$ cat config.mk
export PLATFORM = sky130hd
export DESIGN_NAME = number_to_spoken_digit_tokens
export DESIGN_NICKNAME = d
export VERILOG_FILES = /design/src/rtl/core/nsd_pkg.sv /design/src/rtl/core/number_to_spoken_digit_tokens.sv /design/src/rtl/core/nsd_bin2bcd.sv /design/src/rtl/core/nsd_word_seq.sv
export SDC_FILE = /design/constraint.sdc
export NUM_CORES = 1
export LEC_CHECK = 0
export ABC_CLOCK_PERIOD_IN_PS = 4200
export BUFFER_PORTS_ARGS = -buffer_cell sky130_fd_sc_hd__buf_2
export CORE_ASPECT_RATIO = 0.8
export CORE_MARGIN = 3
export CORE_UTILIZATION = 55
export DETAILED_ROUTE_END_ITERATION = 10
export PLACE_DENSITY_LB_ADDON = 0.25
export SYNTH_ARGS = -nofsm -noshare
export SYNTH_HDL_FRONTEND = slang
export SYNTH_HIERARCHICAL = 1
export SYNTH_SLANG_ARGS = --single-unit
export TNS_END_PERCENT = 20
$ cat constraint.sdc
create_clock -name clk -period 4.2 [get_ports clk]
set_input_delay 0 -clock clk [delete_from_list [all_inputs] [get_ports clk]]
set_output_delay 0 -clock clk [all_outputs]
set_load 0.01 [all_outputs]
$ cat src/rtl/core/nsd_pkg.sv
// shared types, constants and helpers for the spoken digit token builder
package nsd_pkg;

  // prompt buffer depth in words
  localparam int BUFFER_DEPTH = 64;

  // field widths
  localparam int NUM_W      = 32;
  localparam int FILL_W     = 7;
  localparam int CODE_W     = 6;
  localparam int SLOT_IDX_W = 6;

  // running slot counter: holds any fill level plus the emitted words
  localparam int DEPTH_BITS = $clog2(BUFFER_DEPTH + 1);
  localparam int SLOT_W     = ((DEPTH_BITS > FILL_W) ? DEPTH_BITS : FILL_W) + 1;

  // decimal conversion
  localparam int BCD_DIGITS = 10;
  localparam int BCD_W      = 4 * BCD_DIGITS;
  localparam int POS_W      = $clog2(BCD_DIGITS);
  localparam int CONV_STEPS = NUM_W;
  localparam int CNT_W      = $clog2(CONV_STEPS);

  // word codes
  localparam logic [CODE_W-1:0] PAUSE_LEN   = CODE_W'(5);
  localparam logic [CODE_W-1:0] MARKER_CLIP = CODE_W'(37);
  localparam logic [CODE_W-1:0] ZERO_CLIP   = CODE_W'(0);
  localparam logic [NUM_W-1:0]  MOST_NEG    = 32'h8000_0000;

  // clip base for each place inside a group of four digits
  function automatic logic [CODE_W-1:0] place_base(input logic [1:0] place);
    logic [CODE_W-1:0] base;
    case (place)
      2'd0:    base = CODE_W'(0);
      2'd1:    base = CODE_W'(9);
      2'd2:    base = CODE_W'(18);
      default: base = CODE_W'(27);
    endcase
    return base;
  endfunction

  // result of the binary to decimal converter
  typedef struct packed {
    logic             done;
    logic [BCD_W-1:0] bcd;
  } conv_res_t;

  // start request for the word sequencer
  typedef struct packed {
    logic              start;
    logic [BCD_W-1:0]  bcd;
    logic [FILL_W-1:0] fill;
  } seq_start_t;

endpackage

$ cat src/rtl/core/number_to_spoken_digit_tokens.sv
// top level of the spoken digit token builder
// A number is taken while in_ready is high; its magnitude is first converted
// to ten decimal digits by a shift-and-add-three unit that takes one bit per
// cycle, then a sequencer walks the digits from the least significant one,
// emitting the words of each digit, and releases the final word tagged with
// out_last_word, after which in_ready returns. The sequencer waits while
// out_ready is low and the output register already holds a word. The most
// negative number produces no words and leaves in_ready high. Words whose
// slot reaches the buffer depth are dropped. The last word of one number may
// still wait in the output register while the next number is taken.
module number_to_spoken_digit_tokens (
  input  logic                            clk,
  input  logic                            rst_n,
  input  logic                            in_valid,
  output logic                            in_ready,
  input  logic signed [nsd_pkg::NUM_W-1:0] in_number_in,
  input  logic [nsd_pkg::FILL_W-1:0]      in_fill_level,
  output logic                            out_valid,
  input  logic                            out_ready,
  output logic                            out_is_voice,
  output logic [nsd_pkg::CODE_W-1:0]      out_word_code,
  output logic [nsd_pkg::SLOT_IDX_W-1:0]  out_slot_index,
  output logic                            out_last_word
);

  typedef enum logic [1:0] {T_IDLE, T_CONV, T_SPEAK} state_t;

  state_t                      state_r, state_nxt;
  logic [nsd_pkg::FILL_W-1:0]  fill_r, fill_nxt;
  logic                        in_xfer;
  logic                        conv_start;
  logic [nsd_pkg::NUM_W-1:0]   raw;
  logic [nsd_pkg::NUM_W-1:0]   mag;
  nsd_pkg::conv_res_t          conv_res;
  nsd_pkg::seq_start_t         seq_req;
  logic                        seq_done;

  assign in_ready = (state_r == T_IDLE);
  assign in_xfer  = in_valid && in_ready;
  assign raw      = in_number_in;
  assign mag      = raw[nsd_pkg::NUM_W-1] ? (~raw + 1'b1) : raw;
  // the most negative value speaks nothing
  assign conv_start = in_xfer && (raw != nsd_pkg::MOST_NEG);

  // item sequencing: convert, then speak
  always_comb begin
    state_nxt = state_r;
    fill_nxt  = fill_r;
    unique case (state_r)
      T_IDLE: begin
        if (conv_start) begin
          fill_nxt  = in_fill_level;
          state_nxt = T_CONV;
        end
      end
      T_CONV:  if (conv_res.done) state_nxt = T_SPEAK;
      T_SPEAK: if (seq_done) state_nxt = T_IDLE;
      default: state_nxt = T_IDLE;
    endcase
  end

  always_ff @(posedge clk) begin
    if (!rst_n) begin
      state_r <= T_IDLE;
    end else begin
      state_r <= state_nxt;
    end
    fill_r <= fill_nxt;
  end

  assign seq_req.start = (state_r == T_CONV) && conv_res.done;
  assign seq_req.bcd   = conv_res.bcd;
  assign seq_req.fill  = fill_r;

  nsd_bin2bcd u_conv (
    .clk   (clk),
    .rst_n (rst_n),
    .start (conv_start),
    .mag   (mag),
    .res   (conv_res)
  );

  nsd_word_seq u_seq (
    .clk            (clk),
    .rst_n          (rst_n),
    .req            (seq_req),
    .done           (seq_done),
    .out_valid      (out_valid),
    .out_ready      (out_ready),
    .out_is_voice   (out_is_voice),
    .out_word_code  (out_word_code),
    .out_slot_index (out_slot_index),
    .out_last_word  (out_last_word)
  );

endmodule

$ cat src/rtl/core/nsd_bin2bcd.sv
// shift-and-add-three converter from binary magnitude to packed decimal digits
module nsd_bin2bcd (
  input  logic                     clk,
  input  logic                     rst_n,
  input  logic                     start,
  input  logic [nsd_pkg::NUM_W-1:0] mag,
  output nsd_pkg::conv_res_t       res
);

  logic [nsd_pkg::NUM_W-1:0] bin_r, bin_nxt;
  logic [nsd_pkg::BCD_W-1:0] bcd_r, bcd_nxt;
  logic [nsd_pkg::CNT_W-1:0] cnt_r, cnt_nxt;
  logic                      busy_r, busy_nxt;
  logic                      done_r, done_nxt;
  logic [nsd_pkg::BCD_W-1:0] adj;

  // add three to every digit of five or more
  always_comb begin
    for (int i = 0; i < nsd_pkg::BCD_DIGITS; i++) begin
      adj[4*i +: 4] = (bcd_r[4*i +: 4] >= 4'd5) ? bcd_r[4*i +: 4] + 4'd3 : bcd_r[4*i +: 4];
    end
  end

  // one shift per cycle
  always_comb begin
    bin_nxt  = bin_r;
    bcd_nxt  = bcd_r;
    cnt_nxt  = cnt_r;
    busy_nxt = busy_r;
    done_nxt = 1'b0;
    if (start) begin
      bin_nxt  = mag;
      bcd_nxt  = '0;
      cnt_nxt  = '0;
      busy_nxt = 1'b1;
    end else if (busy_r) begin
      bcd_nxt = {adj[nsd_pkg::BCD_W-2:0], bin_r[nsd_pkg::NUM_W-1]};
      bin_nxt = {bin_r[nsd_pkg::NUM_W-2:0], 1'b0};
      cnt_nxt = cnt_r + 1'b1;
      if (cnt_r == nsd_pkg::CNT_W'(nsd_pkg::CONV_STEPS - 1)) begin
        busy_nxt = 1'b0;
        done_nxt = 1'b1;
      end
    end
  end

  always_ff @(posedge clk) begin
    if (!rst_n) begin
      busy_r <= 1'b0;
      done_r <= 1'b0;
    end else begin
      busy_r <= busy_nxt;
      done_r <= done_nxt;
    end
    bin_r <= bin_nxt;
    bcd_r <= bcd_nxt;
    cnt_r <= cnt_nxt;
  end

  assign res.done = done_r;
  assign res.bcd  = bcd_r;

endmodule

$ cat src/rtl/core/nsd_word_seq.sv
// digit walker that turns decimal digits into pause and clip words
module nsd_word_seq (
  input  logic                           clk,
  input  logic                           rst_n,
  input  nsd_pkg::seq_start_t            req,
  output logic                           done,
  output logic                           out_valid,
  input  logic                           out_ready,
  output logic                           out_is_voice,
  output logic [nsd_pkg::CODE_W-1:0]     out_word_code,
  output logic [nsd_pkg::SLOT_IDX_W-1:0] out_slot_index,
  output logic                           out_last_word
);

  typedef enum logic [2:0] {
    S_IDLE, S_ZERO, S_DIGIT, S_PAUSE, S_VOICE, S_MARK, S_FLUSH
  } state_t;

  state_t                            state_r, state_nxt;
  logic [nsd_pkg::BCD_W-1:0]         bcd_r, bcd_nxt;
  logic [nsd_pkg::POS_W-1:0]         pos_r, pos_nxt;
  logic [nsd_pkg::SLOT_W-1:0]        slot_r, slot_nxt;
  logic                              done_r, done_nxt;
  // one word held back so the final word can be tagged
  logic                              pend_valid_r, pend_valid_nxt;
  logic                              pend_voice_r, pend_voice_nxt;
  logic [nsd_pkg::CODE_W-1:0]        pend_code_r, pend_code_nxt;
  logic [nsd_pkg::SLOT_IDX_W-1:0]    pend_slot_r, pend_slot_nxt;
  // output register
  logic                              out_valid_r, out_valid_nxt;
  logic                              out_voice_r, out_voice_nxt;
  logic [nsd_pkg::CODE_W-1:0]        out_code_r, out_code_nxt;
  logic [nsd_pkg::SLOT_IDX_W-1:0]    out_slot_r, out_slot_nxt;
  logic                              out_last_r, out_last_nxt;

  logic [3:0]                 digit;
  logic                       rest;
  logic                       room;
  logic                       out_free;
  logic                       can_emit;
  logic                       emit_state;
  logic                       w_voice;
  logic [nsd_pkg::CODE_W-1:0] w_code;
  logic                       step;
  state_t                     post_state;
  logic                       post_adv;

  assign digit    = bcd_r[3:0];
  assign rest     = |bcd_r[nsd_pkg::BCD_W-1:4];
  assign room     = slot_r < nsd_pkg::SLOT_W'(nsd_pkg::BUFFER_DEPTH);
  assign out_free = !out_valid_r || out_ready;
  assign can_emit = !pend_valid_r || out_free;

  // word of the current emitting state
  always_comb begin
    emit_state = 1'b1;
    w_voice    = 1'b1;
    w_code     = nsd_pkg::ZERO_CLIP;
    unique case (state_r)
      S_ZERO:  w_code = nsd_pkg::ZERO_CLIP;
      S_PAUSE: begin
        w_voice = 1'b0;
        w_code  = nsd_pkg::PAUSE_LEN;
      end
      S_VOICE: w_code = nsd_pkg::place_base(pos_r[1:0]) + nsd_pkg::CODE_W'(digit);
      S_MARK:  w_code = nsd_pkg::MARKER_CLIP;
      default: emit_state = 1'b0;
    endcase
  end

  // words past the buffer end are dropped without waiting
  assign step = emit_state && (!room || can_emit);

  // what follows a digit: marker after the fourth digit, next digit or finish
  always_comb begin
    post_adv = 1'b0;
    if (rest && pos_r == nsd_pkg::POS_W'(3)) begin
      post_state = S_MARK;
    end else if (rest) begin
      post_state = S_DIGIT;
      post_adv   = 1'b1;
    end else begin
      post_state = S_FLUSH;
    end
  end

  always_comb begin
    state_nxt      = state_r;
    bcd_nxt        = bcd_r;
    pos_nxt        = pos_r;
    slot_nxt       = slot_r;
    done_nxt       = 1'b0;
    pend_valid_nxt = pend_valid_r;
    pend_voice_nxt = pend_voice_r;
    pend_code_nxt  = pend_code_r;
    pend_slot_nxt  = pend_slot_r;
    out_valid_nxt  = out_valid_r && !out_ready;
    out_voice_nxt  = out_voice_r;
    out_code_nxt   = out_code_r;
    out_slot_nxt   = out_slot_r;
    out_last_nxt   = out_last_r;

    // store a word: older held word moves to the output register
    if (step && room) begin
      if (pend_valid_r) begin
        out_valid_nxt = 1'b1;
        out_voice_nxt = pend_voice_r;
        out_code_nxt  = pend_code_r;
        out_slot_nxt  = pend_slot_r;
        out_last_nxt  = 1'b0;
      end
      pend_valid_nxt = 1'b1;
      pend_voice_nxt = w_voice;
      pend_code_nxt  = w_code;
      pend_slot_nxt  = slot_r[nsd_pkg::SLOT_IDX_W-1:0];
      slot_nxt       = slot_r + 1'b1;
    end

    unique case (state_r)
      S_IDLE: begin
        if (req.start) begin
          bcd_nxt   = req.bcd;
          pos_nxt   = '0;
          slot_nxt  = nsd_pkg::SLOT_W'(req.fill);
          state_nxt = (req.bcd == '0) ? S_ZERO : S_DIGIT;
        end
      end
      S_ZERO: begin
        if (step) state_nxt = S_FLUSH;
      end
      S_DIGIT: begin
        if (digit != 4'd0) begin
          state_nxt = (pos_r[1:0] != 2'd0) ? S_PAUSE : S_VOICE;
        end else begin
          state_nxt = post_state;
          if (post_adv) begin
            bcd_nxt = bcd_r >> 4;
            pos_nxt = pos_r + 1'b1;
          end
        end
      end
      S_PAUSE: begin
        if (step) state_nxt = S_VOICE;
      end
      S_VOICE: begin
        if (step) begin
          state_nxt = post_state;
          if (post_adv) begin
            bcd_nxt = bcd_r >> 4;
            pos_nxt = pos_r + 1'b1;
          end
        end
      end
      S_MARK: begin
        if (step) begin
          state_nxt = S_DIGIT;
          bcd_nxt   = bcd_r >> 4;
          pos_nxt   = pos_r + 1'b1;
        end
      end
      S_FLUSH: begin
        if (!pend_valid_r) begin
          state_nxt = S_IDLE;
          done_nxt  = 1'b1;
        end else if (out_free) begin
          out_valid_nxt  = 1'b1;
          out_voice_nxt  = pend_voice_r;
          out_code_nxt   = pend_code_r;
          out_slot_nxt   = pend_slot_r;
          out_last_nxt   = 1'b1;
          pend_valid_nxt = 1'b0;
          state_nxt      = S_IDLE;
          done_nxt       = 1'b1;
        end
      end
      default: state_nxt = S_IDLE;
    endcase
  end

  always_ff @(posedge clk) begin
    if (!rst_n) begin
      state_r      <= S_IDLE;
      done_r       <= 1'b0;
      pend_valid_r <= 1'b0;
      out_valid_r  <= 1'b0;
    end else begin
      state_r      <= state_nxt;
      done_r       <= done_nxt;
      pend_valid_r <= pend_valid_nxt;
      out_valid_r  <= out_valid_nxt;
    end
    bcd_r        <= bcd_nxt;
    pos_r        <= pos_nxt;
    slot_r       <= slot_nxt;
    pend_voice_r <= pend_voice_nxt;
    pend_code_r  <= pend_code_nxt;
    pend_slot_r  <= pend_slot_nxt;
    out_voice_r  <= out_voice_nxt;
    out_code_r   <= out_code_nxt;
    out_slot_r   <= out_slot_nxt;
    out_last_r   <= out_last_nxt;
  end

  assign done           = done_r;
  assign out_valid      = out_valid_r;
  assign out_is_voice   = out_voice_r;
  assign out_word_code  = out_code_r;
  assign out_slot_index = out_slot_r;
  assign out_last_word  = out_last_r;

endmodule

==> results of run 1 <==
synth_stat cells, types with 9 or more instances:
cell type,instances
sky130_fd_sc_hd__nand2_1,52
sky130_fd_sc_hd__ha_1,31
sky130_fd_sc_hd__a21bo_2,10
sky130_fd_sc_hd__nor3_1,13
sky130_fd_sc_hd__clkbuf_1,11
sky130_fd_sc_hd__or3_1,16
sky130_fd_sc_hd__a21oi_1,40
sky130_fd_sc_hd__o21ai_1,18
sky130_fd_sc_hd__nor2_1,51
sky130_fd_sc_hd__o22ai_1,10
sky130_fd_sc_hd__xor2_1,13
sky130_fd_sc_hd__nor4_1,26
sky130_fd_sc_hd__xnor2_1,28
sky130_fd_sc_hd__dfxtp_1,77
sky130_fd_sc_hd__inv_1,48
sky130_fd_sc_hd__nand3_1,16
sky130_fd_sc_hd__mux2_4,10
sky130_fd_sc_hd__mux2_2,71
sky130_fd_sc_hd__o32ai_1,9
sky130_fd_sc_hd__o21ai_0,37
sky130_fd_sc_hd__a311oi_2,9
sky130_fd_sc_hd__edfxtp_1,96
sky130_fd_sc_hd__nand4_1,15
sky130_fd_sc_hd__buf_2,21
sky130_fd_sc_hd__and2_1,9
worst paths after layout:
kind	start	end	slack, ns
max	in_number_in[0]	u_conv/bin_r[31]$_DFFE_PP_	0.89
max reg2reg	u_seq/state_r[2]$_SDFFE_PN0P_	u_seq/bcd_r[16]$_DFFE_PP_	1.41
min reg2reg	fill_r[0]$_DFFE_PP_	u_seq/slot_r[0]$_DFF_P_	0.45
min	in_number_in[30]	state_r[0]$_SDFFE_PN0P_	0.007
power by group:
part           internal [mW]  switching [mW]
Combinational          0.323           0.334
Sequential              1.95           0.171
Clock                  0.790           0.733
Total                   3.07            1.24
cell usage in the layout (no fill, tap or decap), types with 7 or more instances in the layout:
cell and n:
sky130_fd_sc_hd__a21bo_2 10, sky130_fd_sc_hd__a21oi_1 40, sky130_fd_sc_hd__a311oi_2 9, sky130_fd_sc_hd__and2_1 8, sky130_fd_sc_hd__buf_2 58, sky130_fd_sc_hd__clkbuf_16 17, sky130_fd_sc_hd__dfxtp_1 76, sky130_fd_sc_hd__dlygate4sd3_1 13
sky130_fd_sc_hd__edfxtp_1 96, sky130_fd_sc_hd__ha_1 31, sky130_fd_sc_hd__inv_1 48, sky130_fd_sc_hd__mux2_2 71, sky130_fd_sc_hd__mux2_4 10, sky130_fd_sc_hd__nand2_1 52, sky130_fd_sc_hd__nand3_1 16, sky130_fd_sc_hd__nand4_1 15
sky130_fd_sc_hd__nor2_1 50, sky130_fd_sc_hd__nor2b_1 7, sky130_fd_sc_hd__nor3_1 13, sky130_fd_sc_hd__nor4_1 26, sky130_fd_sc_hd__o21ai_0 37, sky130_fd_sc_hd__o21ai_1 18, sky130_fd_sc_hd__o22a_2 7, sky130_fd_sc_hd__o22ai_1 10
sky130_fd_sc_hd__o32ai_1 9, sky130_fd_sc_hd__o41ai_1 7, sky130_fd_sc_hd__or3_1 16, sky130_fd_sc_hd__xnor2_1 28, sky130_fd_sc_hd__xor2_1 13
metrics by stage:
step | worst slack [ns] | cell area, µm² | instances | total power [mW] | hold WS (ns)
global route | 0.623 | 10300 | 1129 | 4.51 | 0.0308
global placement | 1.04 | 9560 | 1084 | 2.78 | 0.178
floorplan | 0.675 | 9130 | 842 | 2.61 | 0.0989
detailed placement | 0.963 | 9560 | 1084 | 2.79 | 0.179
CTS | 0.881 | 10300 | 1129 | 4.32 | 0.00331
finish | 0.892 | 10300 | 1129 | 4.30 | 0.00680
state kept, by name (all words and copies together), names as in the netlist, 5 cells and up:
register,cells
u_seq/pend_code_r,6
u_conv/bcd_r,40
u_seq/out_slot_index,6
fill_r,7
u_conv/bin_r,32
u_conv/cnt_r,5
u_seq/pend_slot_r,6
u_seq/out_word_code,6
u_seq/bcd_r,40
u_seq/slot_r,8
metal layers:
metal,routed length (µm),vias to the layer above,part of all wire
met5,0,-,0
met4,239,0,0.013
met3,1200,22,0.065
met2,7990,184,0.43
met1,9060,3122,0.49
li1,-,3288,-
worst max-delay path, delay by kind of cell:
family / cells / cell delay (ns)
and+or+nand+nor: 4 / 1.91
buffers and inverters: 4 / 1.08
muxes: 1 / 0.32
adders and majority gates: 1 / 0.17
area by class of cell:
cell class,count,area share
sequential,173,0.432
multi-input combinational,584,0.424
timing repair buffer,77,0.0454
clock buffer,17,0.0415
tap,215,0.0262
inverter,48,0.0176
clock inverter,15,0.0137
timing repair:
action | 4_1_cts | 5_1_grt
gates resized for setup | 0 | 0
endpoints found under the hold margin | 18 | 0
setup buffers | 0 | 0
hold buffers | 13 | 0
cells by family after synthesis:
family          after synthesis  synth area share
xor+xnor                     41            0.0393
fa+ha+maj                    32            0.0447
compound gates              183             0.140
simple gates                243             0.141
mux                          85             0.108
flops                       173             0.485
buf+inv                      85            0.0413
==> metrics.log, run 1 <==
[metrics] status: complete, no violations
[metrics] width of the die: 150 µm
[metrics] number of inserted filler cells in the final layout: 1286
[metrics] nets in the synthesized netlist: 917
[metrics] placement row count: 41
[metrics] final setup skew: 0.00892 ns
[metrics] count of final hold-check violations: 0
[metrics] core region area: 16000 µm²
[metrics] multi-input logic area: 4350 µm²
[metrics] DP Wirelength: 12500 µm
[metrics] CTS tree: built
[metrics] Max rail drop VDD: 0.000259 V
[metrics] Synth area leaders: sky130_fd_sc_hd__edfxtp_1, sky130_fd_sc_hd__dfxtp_1, sky130_fd_sc_hd__mux2_2
[metrics] cts bufs inserted: 17
[metrics] largest net degree at the start of global routing: 54
[metrics] layout cells sized above 1: 0.237
[metrics] CTS sink count: 173
[metrics] Final Wtd Congestion: 0.811
[metrics] Pwr Density: 420 nW/µm²
[metrics] period utilisation layout: 0.788
[metrics] cell at the root of the clock tree: sky130_fd_sc_hd__clkbuf_16
[metrics] Global Route met2 Usage: 0.302
[metrics] antenna viol nets, final: 0
[metrics] Clk Latency, worst-skew pair: 0.44 ns
[metrics] synthesized flop and latch total: 173
[metrics] actual transition at the worst max-transition pin: 0.855 ns
[metrics] Post-Route Setup TNS: 0 ns
[metrics] startpoint type of the worst setup path: input pin
[metrics] sequential element share of the synthesized area: 0.485
[metrics] post-synth cell types: 72
[metrics] clock edge transition at the registers on the reported setup and hold paths: 0.07 ns
[metrics] met3 track demand over resource in global routing: 0.0508
[metrics] number of global-route vias before repair: 6050
[metrics] number of vias in the routed layout: 6616
[metrics] number of enable flip-flop cells after synthesis: 96
[metrics] count of nets after finishing: 976
[metrics] vertical die dimension: 121 µm
[metrics] met1 global-route usage: 0.321
[metrics] Post-Route Utilization: 0.640
[metrics] Top Ports: 59
[metrics] highest clock frequency the design can meet: 302 MHz
[metrics] Wirelength per Cell: 16.4 µm
[metrics] largest driver fanout on the critical path: 53
[metrics] maximum capacitance violations: 0
[metrics] Ant. Diodes: 0
[metrics] Yosys top cell by area: sky130_fd_sc_hd__edfxtp_1
[metrics] Reg2Reg Depth: 4
[metrics] buffers from clock root to sink, at most: 2
[metrics] Synth-to-Final Area Change: 12.3%
[metrics] busiest grt layer: met1
[metrics] total global-route track usage: 0.212
[metrics] die footprint: 18200 µm²
[metrics] number of standard cells after synthesis: 842
[metrics] worst-path cell chain: dlygate4sd3_1 > buf_2 > inv_1 > ha_1 > or4b_1 > nor4_1 > nand3_1 > and2_4 > buf_4 > mux2_2
[metrics] kind of end point of the critical path: register
[metrics] effective utilization at floorplan: 0.570
[metrics] unrepaired setup endpoints after global routing: false
[metrics] total global routing overflow: 0
[metrics] DR vias/cell: 5.86
[metrics] antenna violations before repair: 0
[metrics] classification of the worst-slack hold path: input pin to register
[metrics] post-route DRC violation count: 0
[metrics] Slew Limit Headroom: 0.425
[metrics] Total Wirelength: 18500 µm
[metrics] arrival time worst endpoint: 3.49 ns
[metrics] maximum single-stage delay on the critical path: 0.69 ns
[metrics] Iteration-0 DRC Markers: 723
[metrics] FF+latch area: 4430 µm²
[metrics] most frequently used flop master after synthesis: sky130_fd_sc_hd__edfxtp_1
[metrics] count of warnings emitted by yosys: 6
[metrics] worst setup path class: input pin to register
[metrics] critical path's slowest cell: sky130_fd_sc_hd__nor4_1
[metrics] asr flop ratio synth: 0
[metrics] share of the synthesized area in the top cell type: 0.316
[metrics] leakage component of the power: 3.74 nW
[metrics] final critical delay including setup and external delays: 3.31 ns
[metrics] Post-Synthesis Cell Area: 9130 µm²
[metrics] first-pass detailed-route iteration total: 5
[metrics] Cells on Worst Hold Path: 4
[metrics] Max Slew Vio Count: 0
[metrics] CTS H-Tree Depth: 4
[metrics] critical path required time: 4.38 ns
[metrics] global-route wire length before repair: 30700 µm
[metrics] count of final setup violators: 0
[metrics] mean post-synth cell area: 10.8 µm²
[metrics] count of input and output buffers: 58
Power figures use the tool's default switching activity.
==> inputs of run 2 (changes only) <==
--- a/config.mk
+++ b/config.mk
@@ -5,7 +5,7 @@
 export SDC_FILE = /design/constraint.sdc
 export NUM_CORES = 1
 export LEC_CHECK = 0
-export ABC_CLOCK_PERIOD_IN_PS = 4200
+export ABC_CLOCK_PERIOD_IN_PS = 3100
 export BUFFER_PORTS_ARGS = -buffer_cell sky130_fd_sc_hd__buf_2
 export CORE_ASPECT_RATIO = 0.8
 export CORE_MARGIN = 3
==> constraint.sdc (replaced) <==
create_clock -name clk -period 3.1 [get_ports clk]
set_input_delay 0 -clock clk [delete_from_list [all_inputs] [get_ports clk]]
set_output_delay 0 -clock clk [all_outputs]
set_load 0.01 [all_outputs]
==> metrics.log, run 2 (synthesis gave the netlist of run 1 again) <==
[metrics] worst setup path class: input pin to register
[metrics] Iteration-0 DRC Markers: 422
[metrics] Post-Route Utilization: 0.644
[metrics] leading cell types in the layout, fill and taps excluded: sky130_fd_sc_hd__edfxtp_1, sky130_fd_sc_hd__dfxtp_1, sky130_fd_sc_hd__mux2_2
[metrics] kind of end point of the critical path: register
[metrics] period utilisation layout: 0.903
[metrics] Clk Latency, worst-skew pair: 0.43 ns
[metrics] largest registers ranked by flip-flop count: u_conv/bcd_r: 40 flops, u_seq/bcd_r: 40 flops, u_conv/bin_r: 32 flops
[metrics] total global-route track usage: 0.208
[metrics] DP Wirelength: 11900 µm
[metrics] maximum single-stage delay on the critical path: 0.55 ns
[metrics] sum of buffers and inverters on the critical path: 5
[metrics] Wirelength per Cell: 16.1 µm
[metrics] overall power after layout: 5.90 mW
[metrics] register-to-register path setup slack: 0.66 ns
[metrics] Total Wirelength: 18300 µm
[metrics] cts bufs inserted: 17
[metrics] Slew Limit Headroom: 0.603
[metrics] CTS tree: built
[metrics] placement row count: 41
[metrics] number of global-route vias before repair: 6114
[metrics] Post-Route Hold Slack: 0.0239 ns
[metrics] worst-path cell chain: dlygate4sd3_1 > buf_2 > inv_1 > ha_1 > or4b_1 > nor4_1 > buf_4 > nand3_1 > and2_4 > nor2b_2 > buf_4 > a21bo_2 > o32ai_1
[metrics] post-route DRC violation count: 0
[metrics] Post-Route Setup TNS: 0 ns
[metrics] classification of the worst-slack hold path: input pin to register
[metrics] buffers from clock root to sink, at most: 2
[metrics] arrival time worst endpoint: 3.12 ns
[metrics] count of input and output buffers: 58
[metrics] number of vias in the routed layout: 6606
[metrics] most common cell after layout, fill and taps aside: sky130_fd_sc_hd__edfxtp_1
[metrics] critical path required time: 3.43 ns
[metrics] maximum capacitance violations: 0
[metrics] startpoint type of the worst setup path: input pin
[metrics] status: complete, no violations
[metrics] Pwr Density: 572 nW/µm²
[metrics] unrepaired setup endpoints after global routing: false
[metrics] Synth-to-Final Area Change: 12.9%
[metrics] Ant. Diodes: 0
[metrics] most frequent CP cell: sky130_fd_sc_hd__buf_4
[metrics] largest net degree at the start of global routing: 50
[metrics] layout cells sized above 1: 0.240
[metrics] count of nets after finishing: 981
[metrics] first-pass detailed-route iteration total: 5
[metrics] Max rail drop VDD: 0.000380 V
[metrics] CTS H-Tree Depth: 4
[metrics] number of buffers added for setup after CTS: 0
[metrics] cell at the root of the clock tree: sky130_fd_sc_hd__clkbuf_16
[metrics] count of final setup violators: 0
[metrics] final setup skew: 0.00662 ns
[metrics] CTS sink count: 173
[metrics] highest clock frequency the design can meet: 357 MHz
[metrics] count of final hold-check violations: 0
[metrics] vertical die dimension: 121 µm
[metrics] total global routing overflow: 0
[metrics] final critical delay including setup and external delays: 2.80 ns
[metrics] Final Wtd Congestion: 0.819
[metrics] Top Family by Delay on Critical Path: simple AND/OR/NAND/NOR gates
[metrics] global-route wire length before repair: 30500 µm
[metrics] width of the die: 150 µm
[metrics] DR vias/cell: 5.83
[metrics] Max Slew Vio Count: 0
[metrics] core region area: 16000 µm²
[metrics] Top Ports: 59
[metrics] antenna violations before repair: 0
[metrics] antenna viol nets, final: 0
[metrics] effective utilization at floorplan: 0.570
[metrics] leakage component of the power: 3.77 nW
[metrics] clock edge transition at the registers on the reported setup and hold paths: 0.07 ns
[metrics] critical path's slowest cell: sky130_fd_sc_hd__or4b_1
[metrics] actual transition at the worst max-transition pin: 0.591 ns
[metrics] largest driver fanout on the critical path: 35
[metrics] die footprint: 18200 µm²
[run 2: cell count changes in the layout (fill, tap and decap cells not counted), moves of 2 or more]
cell and change:
sky130_fd_sc_hd__buf_4 +6, sky130_fd_sc_hd__clkbuf_1 +2, sky130_fd_sc_hd__inv_8 -5, sky130_fd_sc_hd__inv_4 -2
[run 2: what timing repair did]
| item | in CTS | in global routing |
|---|---|---|
| endpoints found under the hold margin | 16 | 0 |
| hold buffers | 12 | 0 |
| resized for setup | 0 | 0 |
[run 2: where the power goes]
part	internal, mW	switching, mW	leakage [nW]	total (mW)
clock	1.18	0.957	0.281	2.13
combinational	0.440	0.465	1.95	0.904
sequential	2.65	0.212	1.54	2.86
[run 2: worst paths after layout]
path         depth (start not counted)                     start                            to
max reg2reg                          5  u_seq/bcd_r[2]$_DFFE_PP_     u_seq/bcd_r[34]$_DFFE_PP_
max                                 13           in_number_in[0]  u_conv/bcd_r[5]$_SDFFE_PP0P_
min reg2reg                          2       fill_r[0]$_DFFE_PP_       u_seq/slot_r[0]$_DFF_P_
min                                  3          in_number_in[22]    u_conv/bin_r[22]$_DFFE_PP_
[run 2: final cells by class]
cell class | count | area, µm²
inverters | 48 | 180
clock inverters | 12 | 130
repair buffers | 82 | 500
fillers | 1258 | 5700
multi-input cells | 584 | 4350
clock buffers | 20 | 458
flip-flops and latches | 173 | 4430
well taps | 215 | 269
[run 2: through the flow]
step                area, µm²  worst slack (ns)  instances
floorplan                9130             0.275        842
global route            10300            0.0940       1134
finish                  10300             0.301       1134
detailed placement       9600             0.461       1090
CTS                     10300             0.357       1134
global placement         9600             0.490       1090
[run 2: worst reg2reg max path, stage by stage (launching register included)]
cell and delay, ns:
sky130_fd_sc_hd__edfxtp_1 0.49, sky130_fd_sc_hd__nor4_1 0.59, sky130_fd_sc_hd__mux2_2 0.26, sky130_fd_sc_hd__a22oi_1 0.10
sky130_fd_sc_hd__nor2_4 0.14, sky130_fd_sc_hd__buf_4 0.48
[run 2: metal layers]
| metal | vias up | global-route usage | share of wire |
|---|---|---|---|
| met5 | - | 0 | 0 |
| met2 | 178 | 0.307 | 0.44 |
| li1 | 3291 | - | - |
| met3 | 15 | 0.0429 | 0.047 |
| met1 | 3122 | 0.310 | 0.50 |
| met4 | 0 | 0.0571 | 0.0090 |
